[src/design/htw_pkg.sv]
// Shared types and constants for the hierarchical timer wheel.
// No dependencies; imported by the front, back and top level.
package htw_pkg;

  localparam int MODE_W      = 2;
  localparam int TO_W        = 32;
  localparam int HND_W       = 16;
  localparam int IV_W        = 16;
  localparam int ST_W        = 2;
  localparam int MAX_RESULTS = 64;
  localparam logic [IV_W-1:0] IV_RESET = 16'd1000;

  typedef enum logic [MODE_W-1:0] {
    CMD_ADD  = 2'd0,
    CMD_DEL  = 2'd1,
    CMD_TICK = 2'd2,
    CMD_NOP  = 2'd3
  } cmd_e;

  typedef enum logic [ST_W-1:0] {
    ST_OK        = 2'd0,
    ST_NOT_FOUND = 2'd1,
    ST_NO_ENTRY  = 2'd2,
    ST_BEYOND    = 2'd3
  } status_e;

  typedef enum logic [1:0] {
    F_IDLE,
    F_DIV,
    F_PUSH
  } front_state_e;

  typedef enum logic [4:0] {
    B_CLR,
    B_IDLE,
    B_RES,
    A_SCAN,
    A_LINK,
    D_SCAN,
    D_CHK,
    D_HEAD,
    D_WALK,
    D_STEP,
    T_ADV,
    T_NEXT,
    T_CHEAD,
    T_CWALK,
    T_CREAD,
    T_CLINK,
    T_EXP0,
    T_EHEAD,
    T_EWALK,
    T_EOUT
  } back_state_e;

  typedef struct packed {
    logic init_done;
    logic busy;
  } back_stat_t;

endpackage

[src/design/htw_front.sv]
// Front end: accepts input beats, classifies them and turns an add timeout
// into per-level tick digits with a bit-serial divider. Uses htw_pkg.
module htw_front #(
  parameter int LEVELS = 4,
  parameter int SLOTS  = 64
) (
  input  logic                        clk_i,
  input  logic                        rst_ni,
  input  logic                        in_valid_i,
  output logic                        in_ready_o,
  input  logic [htw_pkg::MODE_W-1:0]  mode_i,
  input  logic [htw_pkg::TO_W-1:0]    timeout_i,
  input  logic [htw_pkg::HND_W-1:0]   target_i,
  input  logic [htw_pkg::IV_W-1:0]    interval_i,
  input  htw_pkg::back_stat_t         bstat_i,
  output logic                        push_valid_o,
  input  logic                        push_ready_i,
  output logic [htw_pkg::MODE_W+LEVELS*$clog2(SLOTS)+1+htw_pkg::HND_W-1:0] push_data_o
);
  import htw_pkg::*;

  localparam int DW  = $clog2(SLOTS);
  localparam int XW  = LEVELS * DW;
  localparam int BW  = $clog2(TO_W);

  front_state_e state_q, state_d;
  cmd_e                       mode_q;
  logic [HND_W-1:0]           tgt_q;
  logic [TO_W-1:0]            dvd_q, dvd_d;
  logic [IV_W-1:0]            rem_q, rem_d;
  logic [IV_W-1:0]            div_q, div_d;
  logic [BW-1:0]              bit_q, bit_d;
  logic [LEVELS-1:0][DW-1:0]  dig_q, dig_d;
  logic                       big_q, big_d;
  logic                       accept;
  logic [IV_W:0]              rs, rsub;
  logic                       ge;
  logic [TO_W-1:0]            qf;
  logic [IV_W-1:0]            rf;
  logic [TO_W-1:0]            delta;
  logic [XW+TO_W-1:0]         dext;

  assign in_ready_o   = (state_q == F_IDLE) && bstat_i.init_done;
  assign accept       = in_valid_i && in_ready_o;
  assign push_valid_o = (state_q == F_PUSH);
  assign push_data_o  = {mode_q, dig_q, big_q, tgt_q};

  // one restoring division step
  assign rs   = {rem_q, dvd_q[TO_W-1]};
  assign ge   = (rs >= {1'b0, div_q});
  assign rsub = rs - {1'b0, div_q};
  assign rf   = ge ? rsub[IV_W-1:0] : rs[IV_W-1:0];
  assign qf   = {dvd_q[TO_W-2:0], ge};

  // delta of at least one tick; SLOTS is a power of two, so digits are slices
  assign delta = (qf == '0) ? TO_W'(1) : qf;
  assign dext  = {{XW{1'b0}}, delta};

  // state register
  always_ff @(posedge clk_i or negedge rst_ni) begin
    if (!rst_ni) begin
      state_q <= F_IDLE;
    end else begin
      state_q <= state_d;
    end
  end

  // payload registers
  always_ff @(posedge clk_i) begin
    if (accept) begin
      mode_q <= cmd_e'(mode_i);
      tgt_q  <= target_i;
    end
    dvd_q <= dvd_d;
    rem_q <= rem_d;
    div_q <= div_d;
    bit_q <= bit_d;
    dig_q <= dig_d;
    big_q <= big_d;
  end

  // next state and divider sequencing
  always_comb begin
    state_d = state_q;
    dvd_d   = dvd_q;
    rem_d   = rem_q;
    div_d   = div_q;
    bit_d   = bit_q;
    dig_d   = dig_q;
    big_d   = big_q;
    unique case (state_q)
      F_IDLE: begin
        if (accept) begin
          dvd_d = timeout_i;
          rem_d = '0;
          div_d = (interval_i == '0) ? IV_W'(1) : interval_i;
          bit_d = '0;
          big_d = 1'b0;
          if (cmd_e'(mode_i) == CMD_ADD) begin
            state_d = F_DIV;
          end else if (cmd_e'(mode_i) != CMD_NOP) begin
            state_d = F_PUSH;
          end
        end
      end
      F_DIV: begin
        dvd_d = qf;
        rem_d = rf;
        bit_d = bit_q + BW'(1);
        if (bit_q == BW'(TO_W - 1)) begin
          // split the delta into per-level digits, flag anything above them
          dig_d   = dext[XW-1:0];
          big_d   = |dext[XW +: TO_W];
          state_d = F_PUSH;
        end
      end
      F_PUSH: begin
        if (push_ready_i) state_d = F_IDLE;
      end
      default: state_d = F_IDLE;
    endcase
  end

endmodule

[config.mk]
export PLATFORM = sky130hd
export DESIGN_NAME = htw_front
export DESIGN_NICKNAME = d
export VERILOG_FILES = /design/src/design/htw_pkg.sv /design/src/design/htw_front.sv
export SDC_FILE = /design/constraint.sdc
export NUM_CORES = 1
export LEC_CHECK = 0
export BUFFER_PORTS_ARGS = -buffer_cell sky130_fd_sc_hd__buf_4
export CAP_MARGIN = 25
export CORE_MARGIN = 3
export CORE_UTILIZATION = 30
export DETAILED_ROUTE_END_ITERATION = 12
export PLACE_DENSITY_LB_ADDON = 0.2
export SLEW_MARGIN = 5
export SYNTH_ARGS = -nofsm -noshare
export SYNTH_HDL_FRONTEND = slang
export SYNTH_SLANG_ARGS = --single-unit
[constraint.sdc]
create_clock -name clk_i -period 3.9 [get_ports clk_i]
set_clock_uncertainty 0.2 [all_clocks]
set_input_delay 0.195 -clock clk_i [delete_from_list [all_inputs] [get_ports clk_i]]
set_output_delay 0.195 -clock clk_i [all_outputs]
set_load 0.01 [all_outputs]
==> metrics.md <==
| Metric | Value |
|---|---|
| 1st-iter DRT viols | `approximately 250` |
| Avg Vias per Cell | `4.68` |
| Final number of hold-violating endpoints | `0` |
| FF-to-FF End | `rem_q[1]` |
| Die area | `a little over 20,000 um^2` |
| RSZ-0062 raised after global routing | `no` |
| Num CTS Buffers | `17` |
| CP Capture Type | `flip-flop` |
| Gp weighted congestion | `between 0.7 and 0.8` |
| Clock Path Buffers | `2` |
| GRT busiest layer | `met2` |
| Clk pwr share | `about 29%` |
| Pin count of the biggest net entering global routing | `38` |
| Post-synth EDFFs | `about 110` |
| # hold bufs at CTS | `between 60 and 70` |
| Initial Util | `a little under a third` |
| Crit path max-delay cell type | `ha_1` |
| First-pass GRT wire length | `around 21 mm` |
| Ys async rst share | `under 10%` |
| Die Wd | `~140 um` |
| GR Overflow Total | `0` |
| Post-route antenna net violation count | `0` |
| Post-Syn Area | `roughly 5600 um^2` |
| Sw Pwr | `1.85 mW` |
| Relative slew margins | `65.2%` |
| Core area | `around 18,000 um^2` |
| Worst EP arrival | `between 2 and 3 ns` |
| CTS tree | `yes` |
| Worst-path clk slew | `roughly 0.06 ns` |
| Worst setup path end | `rem_q[1]` |
| Combinational Power Share | `33.1%` |
| Final WS setup | `1.17 ns` |
| Post-synth top flop | `edfxtp_1` |
| Synth Warn # | `0` |
| Syn nets | `around 580` |
| P&R area growth vs syn | `39.8%` |
| Power per Cell Area | `~670 nW/um^2` |
| R2r setup slk | `roughly 1.2 ns` |
| Tot GR Track Use | `13.1%` |
| Diodes inserted | `0` |
| Sw frac | `about a third` |
| Post-Route WL | `~13 mm` |
| Slowest stage delay, CP | `around 0.44 ns` |
| DP HPWL | `a little over 9 mm` |
| Fillers | `1,735` |
| Fin nets | `approximately 730` |
| Sequential share of power | `37.5%` |
| Port Buf Inserts | `115` |
| Worst slack, placed | `~1.2 ns` |
| Top cell type's share of synthesized area | `approximately three fifths` |
| FMAX | `approximately 370 MHz` |
| Worst hold path class | `in -> reg` |
| Status | `finished, final reports clean` |
| WL per Instance | `roughly 15 um` |
| Antenna violations before repair | `0` |
| Final Cycle Share | `around 70%` |
| Clk_lat worst skew | `0.41 ns` |
| Reg-to-reg startpoint | `rem_q[7]` |
| Start point of the critical path | `rem_q[7]` |
| Worst-path maximum fanout | `13` |
| Crit Path Class | `reg -> reg` |
| Clock sink count | `~110` |
| Ports | `about 120` |
| Vias in the first global route | `~4,200` |
| CTS H-Tree Depth | `4` |
| Max_cap viols | `0` |
| # resized after CTS | `0` |
| Setup violators final | `0` |
| Grt met2 use | `between 20% and 30%` |
| Met3 usage | `~3.1%` |
| Pleak | `around 3.2 nW` |
| Worst-path cell chain | `ha_1, a21o_4, a31oi_4, o21ai_4, o21ai_4, nand2_2, a211oi_1` |
| Share of layout cells above drive strength 1 | `about 28%` |
| First-pass iteration count of the detailed router | `4` |
| Seq/Total Area, Yosys | `60.6%` |
| Synthesized area per cell | `11.5 um^2` |
| Vias | `roughly 4,100` |
| FF+latch area | `~3400 um^2` |
| Synth cell types | `62` |
| Die Y | `around 140 um` |
| Startpoint types | `flip-flop` |
| Synth top area cells | `edfxtp_1 (60%), nand2_1 (7.1%), ha_1 (4.0%)` |
| Multi-input gate area | `1900 um^2` |
| Slew Viols, Final | `0` |
| Root buffer cell | `clkbuf_16` |
| Worst vdd ir | `between 300 and 400 uV` |
| Required time of the worst setup path | `3.93 ns` |
| FF-to-FF path depth | `7` |
| Drt drc | `0` |
| Setup Buffers After CTS | `0` |
| Tmin final | `2.73 ns` |
| Fin Setup TNS | `0 ns` |
| Worst-margin pin slew | `0.521 ns` |
| Yosys top cell by area | `edfxtp_1` |
| #FFs+latches synth | `114` |
| Synth Instances | `490` |
| Crit-path most repeated cell | `o21ai_4` |
| Met1 Use GR | `between 15 and 20%` |
| Cell Rows | `between 40 and 50` |
| Pint | `roughly 3.5 mW` |
[final cells by class]
type | instances | area share (%)
clock buffers | 17 | 5.40
clock inverters | 15 | 2.16
inverters | 21 | 1.00
multi-input cells | 299 | 24.1
flip-flops and latches | 114 | 43.4
well taps | 229 | 3.64
repair buffers | 190 | 20.3
[cells by family after synthesis]
kind of cell	Yosys count	share of synthesized area [%]
compound gates	82	12.4
xor+xnor	10	1.56
fa+ha+maj	19	4.35
buf+inv	77	6.00
flops	114	60.6
mux	1	0.178
simple gates	187	15.0
[registers in the layout (all words and copies together) (netlist names)]
name / cells
rem_q: 16
big_q: 1
mode_q: 2
push_data_o: 24
state_q: 2
tgt_q: 16
div_q: 16
dvd_q: 32
bit_q: 5
[stage by stage]
stage,hold slack (ns),util [%],power [mW],cells,area (um^2)
2_1_floorplan,-0.301,-,3.32,490,5630
3_3_place_gp,-0.220,36.2,3.69,784,6590
3_5_place_dp,-0.219,36.2,3.72,784,6590
4_1_cts,0.0823,43.2,5.38,885,7870
5_1_grt,0.137,43.2,5.66,885,7870
6_report,0.0917,43.2,5.31,885,7870
[power groups by stage]
stage	sequential [mW]	combinational, mW	clock, mW
global placement	2.00	1.68	0
CTS	1.99	1.78	1.60
global route	2.03	1.98	1.65
detailed placement	2.01	1.71	0
finish	1.99	1.76	1.56
floorplan	1.96	1.36	0
[critical path, delay by kind of cell, from the launching register on]
kind / cells / cell delay [ns]
AO/OA/AOI/OAI: 5 / 1.33
adder cells (fa/ha/maj): 1 / 0.44
flip-flops: 1 / 0.39
AND/OR/NAND/NOR: 1 / 0.19
[layer usage]
layer / share of wire (%) / wire length (um)
met1: 46 / 6140
met2: 47 / 6150
met3: 5.6 / 742
met4: 1.3 / 174
met5: 0 / 0
[worst min-delay path by stage]
stage / startpoint / to / slack [ns] / cells after the start
4_1_cts: in_valid_i / state_q[0] / 0.08 / 5
6_report: in_valid_i / state_q[0] / 0.09 / 5
2_1_floorplan: rst_ni / state_q[0] / -0.30 / 0
5_1_grt: in_valid_i / state_q[0] / 0.14 / 5
3_5_place_dp: rst_ni / state_q[0] / -0.22 / 1
3_3_place_gp: rst_ni / state_q[0] / -0.22 / 1
[layout by cell type (no fill, tap or decap), types with 3 or more instances in the layout]
cell type / count
clkbuf_16: 17
a211oi_1: 3
nor3_1: 7
nand2b_1: 6
buf_4: 121
o21ai_1: 5
o21a_1: 3
nand4_1: 5
or3_1: 4
dlygate4sd3_1: 69
xnor2_1: 6
a21oi_2: 8
nand3_1: 12
nor3_2: 3
nand2_1: 106
ha_1: 18
a21o_1: 5
xor2_1: 4
nor2_1: 18
inv_1: 21
a21oi_1: 17
edfxtp_1: 112
o21ai_0: 10
a211o_1: 3
inv_6: 8
nor4_1: 12
[synthesized netlist by cell type (3+ instances only)]
master and number:
a211o_1 3, a211oi_1 3, a21o_1 5, a21oi_1 17, a21oi_2 8, buf_1 3
buf_6 3, clkbuf_1 45, edfxtp_1 112, ha_1 18, inv_1 21, nand2_1 106
nand2b_1 7, nand3_1 12, nand4_1 5, nor2_1 19, nor3_1 9, nor4_1 12
o21a_1 3, o21ai_0 10, o21ai_1 5, or3_1 4, xnor2_1 6, xor2_1 4
Power figures use the tool's default switching activity.
