`config.mk`:
```
export PLATFORM = sky130hd
export DESIGN_NAME = htw_queue
export DESIGN_NICKNAME = d
export VERILOG_FILES = /design/src/design/htw_queue.sv
export SDC_FILE = /design/constraint.sdc
export NUM_CORES = 1
export LEC_CHECK = 0
export BUFFER_PORTS_ARGS = -buffer_cell sky130_fd_sc_hd__buf_2
export CAP_MARGIN = 15
export CORE_AREA = 2 2 44 46
export CTS_BUF_LIST = sky130_fd_sc_hd__clkbuf_4
export DETAILED_ROUTE_END_ITERATION = 8
export DIE_AREA = 0 0 46 48
export PLACE_DENSITY = 0.71
export SETUP_SLACK_MARGIN = 0.1
export SLEW_MARGIN = 20
export SYNTH_ARGS = -nofsm -noshare
export SYNTH_HDL_FRONTEND = slang
export SYNTH_SLANG_ARGS = --single-unit
export TNS_END_PERCENT = 30
```
`constraint.sdc`:
```
create_clock -name clk_i -period 1.9 [get_ports clk_i]
set_clock_uncertainty 0.15 [all_clocks]
set_input_delay 0.095 -clock clk_i [delete_from_list [all_inputs] [get_ports clk_i]]
set_output_delay 0.095 -clock clk_i [all_outputs]
set_load 0.005 [all_outputs]
```
`src/design/htw_queue.sv`:
```
// Two-entry command queue between front and back.
// No dependencies.
module htw_queue #(
  parameter int WIDTH = 8
) (
  input  logic             clk_i,
  input  logic             rst_ni,
  input  logic             push_valid_i,
  output logic             push_ready_o,
  input  logic [WIDTH-1:0] push_data_i,
  output logic             pop_valid_o,
  input  logic             pop_ready_i,
  output logic [WIDTH-1:0] pop_data_o
);

  logic [WIDTH-1:0] buf_q [2];
  logic             wptr_q, rptr_q;
  logic [1:0]       cnt_q;
  logic             push, pop;

  assign push_ready_o = (cnt_q != 2'd2);
  assign pop_valid_o  = (cnt_q != 2'd0);
  assign pop_data_o   = buf_q[rptr_q];
  assign push         = push_valid_i && push_ready_o;
  assign pop          = pop_valid_o && pop_ready_i;

  // pointers and fill count
  always_ff @(posedge clk_i or negedge rst_ni) begin
    if (!rst_ni) begin
      wptr_q <= 1'b0;
      rptr_q <= 1'b0;
      cnt_q  <= 2'd0;
    end else begin
      if (push) wptr_q <= ~wptr_q;
      if (pop)  rptr_q <= ~rptr_q;
      cnt_q <= cnt_q + {1'b0, push} - {1'b0, pop};
    end
  end

  // hold the stored beats
  always_ff @(posedge clk_i) begin
    if (push) buf_q[wptr_q] <= push_data_i;
  end

endmodule

```
==> results.toml, run 1 <==
[status]
status = "finished clean"

[synthesis]
netlist_instances = 42
ys_ff_latch = 20
yosys_warnings = 0
yosysUniqueCellTypes = 14
syn-num-nets = 56
synth_seq_area_share_pct = 75.0
synth_area_um2 = 774
syn_avg_cell_area_um2 = 18.4

[sta]
hold_violations = 0
period_share_pct = 95.1
tightest_slew_ns = 0.393
fin_ws_ns = 0.0933
finalMaxSlewViolations = 0
clock.fmax_ghz = 0.554
setup_viol_count_final = 0
holdWs_ns = 0.353
rsz0062_at_grt = "true"
final.setup.tns_ns = 0
slew_headroom_pct = 73.8
period_needed_ns = 1.81

[floorplan]
die_h_um = 48
start_util_pct = 45.9
ios = 22
coreArea_um2 = 1690
die-area_um2 = 2210
die_x_um = 46
rows = 15

[route]
viasPerCell = 4.82
num_vias = 492
firstDrtPassIters = 4
avgRoutedWirePerCell_um = 12.9
ant_nets = 0
drt_iter0_markers = 14
drc_errors = 0
drt-total-wl_um = 1320

[clock_network]
clk_pin_slew_ns = 0.11
cts_buffer_depth = 2
clkLatencyLatePin_ns = 0.30
cts_made_buffers = 3
root_buffer = "clkbuf_4"
cts_tree = "built"
htree_levels = 1
cts.sinks = 20

[setup_path]
critPathRequiredTime_ns = 1.97
start_kind = "flop"
path_max_fanout = 2
cp.arrival_ns = 1.88
reg2regPathDepth = 7
cp-end-kind = "flop"
crit_type = "reg -> reg"

[hold_path]
holdPathStages = 1
hp-class = "reg -> reg"

[placement]
dpl.cell_count = 80
place.gp.congestion = 0.636
dp_hpwl_um = 788
dp_slack_ns = 0.0669
portBuffers = 21
dpl-instance-area_um2 = 903

[cells_and_area]
fill_cells = 122
stdcell_count = 102
drive_gt1_share_pct = 43.5
stdcell_area_um2 = 1130
synthToLayoutAreaGrowth_pct = 45.9
nNetsFinal = 100
antennaDiodeCount = 0
final_cell_mix = "buf_2, edfxtp_1, dlygate4sd3_1"
layout_commonest_cell = "buf_2"

[global_routing]
antenna_found_initial = 0
grt_max_degree = 12
grt_pass1_vias = 429
grt_overflow_total = 0
track_usage_pct = 13.1
grt_pass1_wl_um = 1900

[pwr]
p_per_area_nw_per_um2 = 1310
leakagePower_nw = 0.463
vdd_drop_max_mv = 0.886

[flow_run]
cap_violations = 0
## sequential cells by signal (all words and copies together) (netlist names)
| signal | flops |
|---|---|
| rptr_q | 1 |
| wptr_q | 1 |
| cnt_q | 2 |
| buf_q | 16 |
## routing by layer
layer / global-route usage (%) / wire length [µm]
met5: 0 / 0
met4: 8.57 / 19
met3: 2.26 / 60
met2: 21.7 / 715
met1: 15.8 / 524
## area by class of cell
| class | instances | area (µm²) | share of cell area (%) |
|---|---|---|---|
| multi-input cells | 20 | 220 | 19.5 |
| flip-flops and latches | 20 | 581 | 51.4 |
| inverters | 1 | 3.75 | 0.332 |
| clock inverters | 1 | 3.75 | 0.332 |
| clock buffers | 3 | 22.5 | 1.99 |
| repair buffers | 40 | 278 | 24.6 |
| well taps | 17 | 21.3 | 1.88 |
## metrics by stage
| step | utilization (%) | power (W) |
|---|---|---|
| final | 66.9 | 0.00148 |
| after global routing | 66.9 | 0.00158 |
| after CTS | 64.7 | 0.00143 |
| after detailed placement | 53.5 | 0.00112 |
| after global placement | 53.5 | 0.00110 |
| after floorplan | - | 0.000949 |
## power breakdown
group	switching, W	internal, W	leakage [nW]
clock network	0.000125	0.0000765	0.0154
registers	0.0000706	0.000612	0.195
logic	0.000251	0.000346	0.253
## cell families (layout without fill, tap and decap cells)
family	count (synthesis)	in the layout	share of synthesized area, %
AND/OR/NAND/NOR	6	6	4.52
XOR/XNOR	4	4	4.52
buffers and inverters	2	45	1.13
flip-flops	20	20	75.0
adder cells (fa/ha/maj)	2	2	3.23
multiplexers	8	8	11.6
## timing repair
action	4_1_cts	5_1_grt
buffers inserted	4	2
gates resized for setup	3	3
pin swaps	3	6
setup endpoints to repair	1	1
hold endpoints to repair	22	0
hold buffers	12	0
## critical path, stage by stage, from the launching register on
cell	delay, ns
dfrtp_1	0.39
or2_1	0.25
and2_4	0.18
ha_4	0.25
inv_2	0.04
ha_4	0.15
xnor2_2	0.17
xnor2_1	0.15
## synth_stat cells (all sizes together)
cell / instances / area, µm²
nand2b: 1 / 6.26
dfrtp: 4 / 100
xor2: 1 / 8.76
xnor2: 3 / 26.3
mux2: 8 / 90.1
ha: 2 / 25.0
inv: 1 / 3.75
or2: 1 / 6.26
nor2: 1 / 3.75
buf: 1 / 5.00
and2: 1 / 8.76
edfxtp: 16 / 480
nand2: 1 / 3.75
and3: 1 / 6.26
## worst paths after layout
check                                   start            endpoint  slack [ns]
setup / recovery           cnt_q[1]$_DFF_PN0_  cnt_q[1]$_DFF_PN0_        0.09
hold / removal             wptr_q$_DFFE_PN0N_  wptr_q$_DFFE_PN0N_        0.35
setup reg to reg           cnt_q[1]$_DFF_PN0_  cnt_q[1]$_DFF_PN0_        0.09
hold reg to reg            wptr_q$_DFFE_PN0N_  wptr_q$_DFFE_PN0N_        0.35
max in group asynchronous              rst_ni  wptr_q$_DFFE_PN0N_        0.88
min in group asynchronous              rst_ni  rptr_q$_DFFE_PN0P_        0.55
Note: power is estimated with default switching activity, not from simulation.
==> run 2, diff against run 1 <==
Clock period 1.9 ns to 1.5 ns, I/O delays scaled along.
==> run 2 against run 1 <==
Compared with the run above: the flow now finishes with violations (setup timing); global-route usage rose by 1.2 points; clock power rose by 24%; sequential power rose by 23%; first-iteration DRC count fell by 14%; die area did not move; register-to-register slack got worse by 0.34 ns; highest routed layer unchanged; largest power group is now combinational cells; cell area rose by 7.9%; critical path depth did not move; non-clock buffer count rose by 1; combinational power rose by 79%.
==> results.toml, run 2 (synthesis gave the netlist of run 1 again) <==
[floorplan]
rows = 15
coreArea_um2 = 1690
die-area_um2 = 2210
die_x_um = 46
start_util_pct = 45.9
die_h_um = 48
ios = 22

[sta]
period_needed_ns = 1.74
period_share_pct = 116
fin_ws_ns = -0.242
setup_viol_count_final = 3
tightest_slew_ns = 0.196
slew_headroom_pct = 86.9
rsz0062_at_grt = "true"
finalMaxSlewViolations = 0
hold_violations = 0
clock.fmax_ghz = 0.574

[pwr]
leakagePower_nw = 0.518
power_frac_comb_pct = 49.6
p_sw_w = 0.000601
p_sw_share_pct = 27.8
internal-power_w = 0.00157
p_per_area_nw_per_um2 = 1780
p_seq_share_pct = 38.9
vdd_drop_max_mv = 1.10
clkPwrFrac_pct = 11.5

[cells_and_area]
top_regs = "buf_q (16), cnt_q (2)"
drive_gt1_share_pct = 59.3
multi_input_area_um2 = 248
regMostFlops = "buf_q"
antennaDiodeCount = 0
layout_commonest_cell = "edfxtp_1"
regArea_um2 = 582
synthToLayoutAreaGrowth_pct = 57.4
largest_reg_flops = 16
stdcell_area_um2 = 1220
nNetsFinal = 101
final_cell_mix = "edfxtp_1, buf_2, dlygate4sd3_1, buf_6"
fill_cells = 119
utilization_pct = 72.1

[flow_run]
cap_violations = 0

[global_routing]
grt_max_degree = 12
grt_pass1_vias = 517
antenna_found_initial = 0
grt_pass1_wl_um = 2100
track_usage_pct = 14.3
grt_overflow_total = 0

[placement]
portBuffers = 21
dpl-instance-area_um2 = 966
dp_hpwl_um = 894
place.gp.congestion = 0.673

[clock_network]
cts.sinks = 20
clkLatencyLatePin_ns = 0.29
clk_pin_slew_ns = 0.10
root_buffer = "clkbuf_4"
cts_tree = "built"
cts_made_buffers = 3
cts_buffer_depth = 2
htree_levels = 1

[status]
violations = "setup timing"
status = "finished with violations"

[setup_path]
cp.arrival_ns = 1.78
crit_type = "reg -> reg"
start_kind = "flop"
path_cells = "or2_1, and2_4, ha_4, inv_2, ha_2, xnor2_2, xnor2_1"
critPathRequiredTime_ns = 1.54
cp-end-kind = "flop"
critPathMaxStageDelay_ns = 0.40
path_max_fanout = 3
slowest_stage = "dfrtp_1"

[route]
drc_errors = 0
viasPerCell = 4.66
drt-total-wl_um = 1380
avgRoutedWirePerCell_um = 13.4
drt_iter0_markers = 12
num_vias = 480
firstDrtPassIters = 2
ant_nets = 0

[hold_path]
hp-class = "in -> reg"
[run 2: cell count changes in the layout (fill, tap and decap cells not counted), sizes merged]
cell and change:
buf +3, dlygate4sd3 -2
[run 2: power by group through the flow]
stage | Combinational [W] | Clock [W] | Sequential [W]
after floorplan | 0.000403 | 0 | 0.000830
after global placement | 0.000647 | 0 | 0.000881
after detailed placement | 0.000656 | 0 | 0.000892
after CTS | 0.00109 | 0.000254 | 0.000844
after global routing | 0.00116 | 0.000275 | 0.000857
final | 0.00107 | 0.000250 | 0.000843
[run 2: layout make-up]
type | instances | area share, %
sequential | 20 | 47.7
inverter | 1 | 0.308
tap | 17 | 1.75
clock inverter | 1 | 0.308
timing repair buffer | 41 | 27.7
multi-input combinational | 20 | 20.3
clock buffer | 3 | 1.85
[run 2: path summary, 6_finish.rpt]
path                               startpoint            endpoint  slack (ns)  cells past startpoint
max                        cnt_q[1]$_DFF_PN0_  cnt_q[1]$_DFF_PN0_       -0.24                      7
min reg2reg                wptr_q$_DFFE_PN0N_  wptr_q$_DFFE_PN0N_        0.39                      1
min in group asynchronous              rst_ni  cnt_q[1]$_DFF_PN0_        0.52                      3
min                              push_valid_i  wptr_q$_DFFE_PN0N_        0.04                      4
max reg2reg                cnt_q[1]$_DFF_PN0_  cnt_q[1]$_DFF_PN0_       -0.24                      7
max in group asynchronous              rst_ni  rptr_q$_DFFE_PN0P_        0.49                      3
[run 2: what timing repair did]
| action | 4_1_cts | 5_1_grt |
|---|---|---|
| endpoints found under the setup margin | 27 | 27 |
| endpoints found under the hold margin | 20 | 0 |
| hold buffers | 10 | 0 |
| resized for setup | 25 | 0 |
| buffers inserted | 3 | 0 |
| pin swaps | 1 | 2 |
[run 2: worst max-delay path, delay by kind of cell, from the launching register on]
family	cells	cell delay, ns
xor+xnor	2	0.25
flops	1	0.40
fa+ha+maj	2	0.42
buf+inv	1	0.03
simple gates	2	0.38
[run 2: metrics by stage]
step / setup TNS, ns / cells / setup WS, ns / hold WS [ns] / total power [W]
3_3_place_gp: -1.01 / 86 / -0.200 / -0.264 / 0.00153
4_1_cts: -0.337 / 103 / -0.250 / 0.0300 / 0.00218
2_1_floorplan: -0.269 / 42 / -0.222 / -0.371 / 0.00123
5_1_grt: -1.27 / 103 / -0.287 / 0.0560 / 0.00229
6_report: -0.298 / 103 / -0.242 / 0.0430 / 0.00217
3_5_place_dp: -0.785 / 86 / -0.234 / -0.263 / 0.00155
[run 2: layer usage]
layer	vias up	GRT usage (%)	routed length, µm
li1	239	-	-
met5	-	0	0
met2	13	27.8	768
met3	2	3.40	41
met4	0	5.14	12
met1	226	14.8	557
==> run 3, diff against run 2 <==
Settings changed: ABC_AREA set to 1, CORE_AREA 2 2 44 46 to 2 2 45 47, DIE_AREA 0 0 46 48 to 0 0 47 49, PLACE_DENSITY 0.71 to 0.72, RECOVER_POWER set to 50.
==> run 3 against run 2 <==
Compared with the run above: the flow now finishes without violations; wire length is 26% higher; fmax rose by 18%; count of clock-buffer cells in the layout unchanged; combinational power grew 5%; sequential power increased by 2.6%; cell area grew 5.2%; hold slack improved by 0.31 ns; utilization is 2.5 points lower; critical path depth up 2; clock power is essentially flat.
==> results.toml, run 3 <==
[status]
status = "finished clean"

[synthesis]
synth_seq_area_share_pct = 70.1
synth_area_um2 = 828
yosysUniqueCellTypes = 12
synth_area_leader_cell = "edfxtp_1"
synth_edf_count = 16
syn_avg_cell_area_um2 = 11.3
netlist.area_leader.share_pct = 58.0
synthTopCellsByArea = "edfxtp_1, nand2_1, dfrtp_1, inv_1, ha_1"
yosys_warnings = 0
netlist_instances = 73
yosysMostFrequentCell = "nand2_1"
ys_ff_latch = 20
syn-num-nets = 87
synthArstFlopShare_pct = 20.0
synth-main-ff-cell = "edfxtp_1"
synth_commonest_cells = "nand2_1, edfxtp_1, inv_1"

[cells_and_area]
final_cell_mix = "nand2_1, buf_2, edfxtp_1"
regMostFlops = "buf_q"
synthToLayoutAreaGrowth_pct = 54.8
layout_commonest_cell = "nand2_1"
stdcell_count = 147
multi_input_area_um2 = 273
stdcell_area_um2 = 1280
regArea_um2 = 582
utilization_pct = 69.6
nNetsFinal = 135
antennaDiodeCount = 0
drive_gt1_share_pct = 48.3
top_regs = "buf_q (16), cnt_q (2)"
fill_cells = 151
largest_reg_flops = 16

[clock_network]
clk_pin_slew_ns = 0.11
root_buffer = "clkbuf_4"
cts_buffer_depth = 2
clkLatencyLatePin_ns = 0.29
htree_levels = 1
cts.sinks = 20
cts_made_buffers = 3
cts_tree = "built"

[route]
num_vias = 654
ant_nets = 0
drt-total-wl_um = 1740
viasPerCell = 4.45
firstDrtPassIters = 4
avgRoutedWirePerCell_um = 11.8
drc_errors = 0
drt_iter0_markers = 6

[global_routing]
grt_max_degree = 12
antenna_found_initial = 0
track_usage_pct = 17.8
grt_overflow_total = 0
grt_pass1_wl_um = 2790
grt_pass1_vias = 689

[sta]
tightest_slew_ns = 0.325
fin_ws_ns = 0.0181
period_share_pct = 98.8
finalMaxSlewViolations = 0
rsz0062_at_grt = "true"
final.setup.tns_ns = 0
hold_violations = 0
slew_headroom_pct = 78.3
setup_viol_count_final = 0
clock.fmax_ghz = 0.675
period_needed_ns = 1.48

[placement]
dpl.cell_count = 121
dpl-instance-area_um2 = 966
dp_slack_ns = -0.0589
portBuffers = 21
place.gp.congestion = 0.718
dp_hpwl_um = 1060

[setup_path]
cp.arrival_ns = 1.53
path_max_fanout = 3
critPathRequiredTime_ns = 1.55
crit_type = "reg -> reg"
cp-end-kind = "flop"
start_kind = "flop"

[pwr]
leakagePower_nw = 0.587
vdd_drop_max_mv = 1.04
p_per_area_nw_per_um2 = 1750

[floorplan]
die-area_um2 = 2300
ios = 22
rows = 16
die_h_um = 49
start_util_pct = 45.0
die_x_um = 47
coreArea_um2 = 1840

[hold_path]
hp-class = "in -> reg"

[flow_run]
cap_violations = 0
==> run 3: changes by cell type in the layout (fill, tap and decap cells not counted), moves of 4 or more <==
| cell | change |
|---|---|
| nand2_4 | +4 |
| mux2_4 | -8 |
| nand2_2 | +10 |
| inv_2 | +4 |
| buf_6 | -9 |
| buf_2 | +4 |
| nand2_1 | +22 |
==> run 3: layer usage <==
layer | vias up | routed length, µm | track usage (%)
met3 | 6 | 58 | 3.33
met4 | 0 | 68 | 13.4
met5 | - | 0 | 0
li1 | 331 | - | -
met1 | 303 | 727 | 20.9
met2 | 14 | 883 | 27.6
==> run 3: final cells by class <==
type                       instances  area share, %
timing repair buffer              43           24.2
multi-input combinational         43           21.3
sequential                        20           45.4
tap                               27           2.63
clock inverter                     1          0.293
clock buffer                       3           1.76
inverter                           9           3.61
timing repair inverter             1          0.878
==> run 3: through the flow <==
step / hold WS [ns] / power (W)
2_1_floorplan: -0.371 / 0.00129
3_3_place_gp: -0.265 / 0.00150
3_5_place_dp: -0.262 / 0.00155
4_1_cts: 0.335 / 0.00205
5_1_grt: 0.336 / 0.00240
6_report: 0.348 / 0.00224
==> run 3: report_power, final <==
part	internal, W	switching, W	total [W]
logic	0.000538	0.000587	0.00112
registers	0.000776	0.0000887	0.000865
clock network	0.0000969	0.000154	0.000251
total	0.00141	0.000830	0.00224
==> run 3: logic make-up (layout without fill, tap and decap cells) <==
logic type / after synthesis / in the layout / share of synthesized area (%)
DFF: 20 / 20 / 70.1
and+or+nand+nor: 41 / 41 / 21.1
buffers and inverters: 10 / 57 / 5.74
adders and majority gates: 2 / 2 / 3.02
==> run 3: critical path, stage by stage (launching register included) <==
cell and delay, ns:
dfrtp_1 0.45, inv_2 0.08, nand2_2 0.06, nand2_2 0.07, inv_2 0.04, ha_4 0.25
inv_2 0.03, ha_4 0.15, nand3_2 0.05, nand2_1 0.05
==> run 3: worst paths after layout <==
check | startpoint | end | slack (ns) | cells past startpoint
max in group asynchronous | rst_ni | rptr_q$_DFFE_PN0P_ | 0.48 | 3
min reg2reg | wptr_q$_DFFE_PN0N_ | wptr_q$_DFFE_PN0N_ | 0.37 | 2
max reg2reg | cnt_q[1]$_DFF_PN0_ | cnt_q[1]$_DFF_PN0_ | 0.02 | 9
max | cnt_q[1]$_DFF_PN0_ | cnt_q[1]$_DFF_PN0_ | 0.02 | 9
min | push_data_i[2] | buf_q[1][2]$_DFFE_PP_ | 0.35 | 2
min in group asynchronous | rst_ni | cnt_q[1]$_DFF_PN0_ | 0.52 | 3
==> run 3: timing repair <==
item / CTS / global route
gates cloned: 0 / 1
pin swaps: 7 / 9
endpoints found under the hold margin: 22 / 0
hold buffers: 12 / 0
setup endpoints to repair: 10 / 19
setup buffers: 8 / 1
gates resized for setup: 10 / 23
